<file path="src/hw/rtl/stsal_pkg.sv">
// Shared types and codes for the symbol table sort and address lookup block.
package stsal_pkg;

	localparam int VALUE_W = 64;
	localparam int NAME_W  = 32;
	localparam int TYPE_W  = 6;
	localparam int SCOPE_W = 4;
	localparam int KEPT_W  = 11;
	localparam int CFG_IDX_W  = 2;
	localparam int CFG_DATA_W = 6;

	localparam logic [1:0] KIND_LOAD   = 2'd0;
	localparam logic [1:0] KIND_SORT   = 2'd1;
	localparam logic [1:0] KIND_LOOKUP = 2'd2;

	localparam logic [1:0] STATUS_OK       = 2'd0;
	localparam logic [1:0] STATUS_DROPPED  = 2'd1;
	localparam logic [1:0] STATUS_FULL     = 2'd2;
	localparam logic [1:0] STATUS_NOTFOUND = 2'd3;

	localparam logic [CFG_IDX_W-1:0] REG_CODE_TYPE  = 2'd0;
	localparam logic [CFG_IDX_W-1:0] REG_ENTRY_TYPE = 2'd1;
	localparam logic [CFG_IDX_W-1:0] REG_GLOBAL     = 2'd2;
	localparam logic [CFG_IDX_W-1:0] REG_UNIVERSAL  = 2'd3;

	localparam logic [TYPE_W-1:0]  RST_CODE_TYPE  = 6'd3;
	localparam logic [TYPE_W-1:0]  RST_ENTRY_TYPE = 6'd6;
	localparam logic [SCOPE_W-1:0] RST_GLOBAL     = 4'd2;
	localparam logic [SCOPE_W-1:0] RST_UNIVERSAL  = 4'd3;

	localparam logic [VALUE_W-1:0] LOW_BITS_CLEAR = ~64'd3;

	typedef struct packed {
		logic [TYPE_W-1:0]  code_type;
		logic [TYPE_W-1:0]  entry_type;
		logic [SCOPE_W-1:0] global_scope;
		logic [SCOPE_W-1:0] universal_scope;
	} cfg_t;

	typedef struct packed {
		logic [VALUE_W-1:0] value;
		logic [NAME_W-1:0]  name;
	} entry_t;

endpackage

</file>
<file path="src/hw/rtl/stsal_filter.sv">
// Keep filter that decides whether a loaded symbol enters the table.
module stsal_filter
	import stsal_pkg::*;
(
	input  cfg_t               cfg,
	input  logic [TYPE_W-1:0]  sym_type,
	input  logic [SCOPE_W-1:0] sym_scope,
	output logic               keep
);

	logic is_uni;
	logic is_glob;

	assign is_uni  = (sym_scope == cfg.universal_scope);
	assign is_glob = (sym_scope == cfg.global_scope);

	assign keep = ((sym_type == cfg.code_type) && is_uni) ||
		((sym_type == cfg.entry_type) && (is_uni || is_glob));

endmodule

</file>
<file path="config.mk">
export PLATFORM = sky130hd
export DESIGN_NAME = stsal_filter
export DESIGN_NICKNAME = d
export VERILOG_FILES = /design/src/hw/rtl/stsal_pkg.sv /design/src/hw/rtl/stsal_filter.sv
export SDC_FILE = /design/constraint.sdc
export NUM_CORES = 1
export LEC_CHECK = 0
export BUFFER_PORTS_ARGS = -buffer_cell sky130_fd_sc_hd__buf_4
export CAP_MARGIN = 30
export CORE_AREA = 2 2 39 41
export DETAILED_ROUTE_END_ITERATION = 12
export DIE_AREA = 0 0 41 43
export PLACE_DENSITY = 0.51
export REMOVE_ABC_BUFFERS = 1
export SYNTH_ARGS = -nofsm -noshare
export SYNTH_HDL_FRONTEND = slang
export SYNTH_SLANG_ARGS = --single-unit
export TNS_END_PERCENT = 1
</file>
<file path="constraint.sdc">
create_clock -name vclk -period 1.3
set_input_delay 0.13 -clock vclk [all_inputs]
set_output_delay 0.13 -clock vclk [all_outputs]
set_load 0.005 [all_outputs]
</file>
==> metrics.txt <==
clock period minus worst slack 1.49 ns; final worst slack -0.191 ns; seq_cells 0; GPL Wtd Cong 0.559; Hold Path Class in2out; Slew Limit Headroom 80.6%; initial antenna violation count 0; Yosys top cell by area xnor2_1; Worst path slowest cell or4_1; Post-Syn Area 220 um^2; Post-Synth XOR/XNOR Area 79.5%; clock buf count 0; sequential-to-total area share from yosys stat 0%; core area 1380 um^2; die width 41 um; global-route wire length before repair 1410 um; vias 345; post-synthesis mux area share 0%; status finished, violations left; row cnt 14; Crit Path Class in2out; total track usage 10.8%; final worst path period share 115%; Yosys top cell area share 55.7%; Fin. Hold Viols 0; Worst path top cell family by delay simple AND/OR/NAND/NOR gates; CP Capture Type output pin; crit path max fanout 2; warning count from the yosys run 0; number of distinct library cells after synthesis 7; Initial Util 15.9%; CP Capture Point keep; setup violators final 1; vias per inst 4.06; Critical Path Max Stage Delay 0.54 ns; share of cells above drive strength 1 72.5%; Fin Setup TNS -0.191 ns; leak pwr 0.000319 uW; area grow syn2layout 200%; Mapped Cells 27; final design utilization 47.7%; I/O Buffers 31; Nets 101; WP buf/inv 2; Data arrival, critical path 1.36 ns; Ports 31; maxcap violations 0; Post-Synth Adder-Cell Area 0%; RSZ-0062 raised after global routing true; Pwr Density 309 nW/um^2; vias in the first global route 355; diode count 0; ranking of synthesized cells by area xnor2_1 (56%), xor2_1 (24%), nand4_1 (8.5%); worst vdd ir 0.0000946 V; complex-gate fraction of the synthesized area 3.41%; DR DRC count 0; crit path launch type input pin; most frequent cells after synthesis xnor2_1 (14), xor2_1 (6), nand4_1 (3); Slew @ Worst Pin 0.288 ns; Routed Antenna Nets 0; main combinational cell family by area after synthesis XOR/XNOR gates; Final Total Pwr 204 uW; die span in y 43 um; beginning of the critical path sym_scope[0]; most frequent cell after synthesis xnor2_1; simple-gate share of the synthesized area 17.0%; Filler cells 149; grt total ovfl 0; Worst path depth 6; initial drt markers 1; Initial DRT Pass Iterations 2; failing checks negative setup slack; drt wl/cell 9.69 um; WL final 824 um; fmax 0.670 GHz; Critical Path RT 1.17 ns; largest net degree at the start of global routing 3; Reg area 0 um^2; syn avg cell area 8.16 um^2; die area 1760 um^2; Max Slew Vio Count 0; critical-path cell list buf_8 -> xnor2_2 -> nand4_1 -> or4_1 -> a22oi_1 -> buf_4; CTS Hold Buffers Added 0
-- kinds of logic after synthesis --
family | Yosys count
compound gates | 1
xor+xnor | 20
simple gates | 6
-- cell usage in the layout, fill, tap and decap left out, drive strengths merged --
cell type  instances
buf               42
xor2               6
nand4              3
or4                1
xnor2             14
nand3              1
nor4               1
a22oi              1
-- routing by layer --
metal / global-route usage, % / up-vias / part of all wire, %
met5: 0 / - / 0
met4: 0 / 0 / 0
met3: 0 / 0 / 5.2
met2: 21.6 / 10 / 66
met1: 12.4 / 157 / 29
li1: - / 178 / -
-- per-stage QoR --
step                worst slack, ns  cell area [um^2]  cells  hold slack [ns]
floorplan                    0.0787               220     27            0.418
global route                 -0.248               661     85            0.683
detailed placement           -0.240               510     79            0.655
finish                       -0.191               661     85            0.652
CTS                          -0.146               631     85            0.659
global placement             -0.209               510     79            0.665
-- where the power goes --
part           internal, uW  total [uW]  switching, uW
Combinational           144         204           59.9
Clock                     0           0              0
Sequential                0           0              0
-- how the worst min path moves through the flow --
stage / end / depth (start not counted) / slack (ns) / start
6_report: keep / 5 / 0.65 / cfg[7]
5_1_grt: keep / 5 / 0.68 / cfg[7]
4_1_cts: keep / 5 / 0.66 / cfg[7]
3_5_place_dp: keep / 5 / 0.66 / cfg[7]
3_3_place_gp: keep / 5 / 0.67 / cfg[7]
2_1_floorplan: keep / 3 / 0.42 / cfg[7]
-- timing repair --
item                                    in CTS  in global routing
hold endpoints to repair                     0                  0
setup buffers                                6                  0
endpoints found under the setup margin       1                  1
resized for setup                           13                  7
pin swaps                                    8                  8
-- area by class of cell --
type	count	area (um^2)	area share, %
repair buffers	42	360	54.5
multi-input cells	27	280	42.4
well taps	16	20.0	3.03
Note: power is estimated with default switching activity, not from simulation.
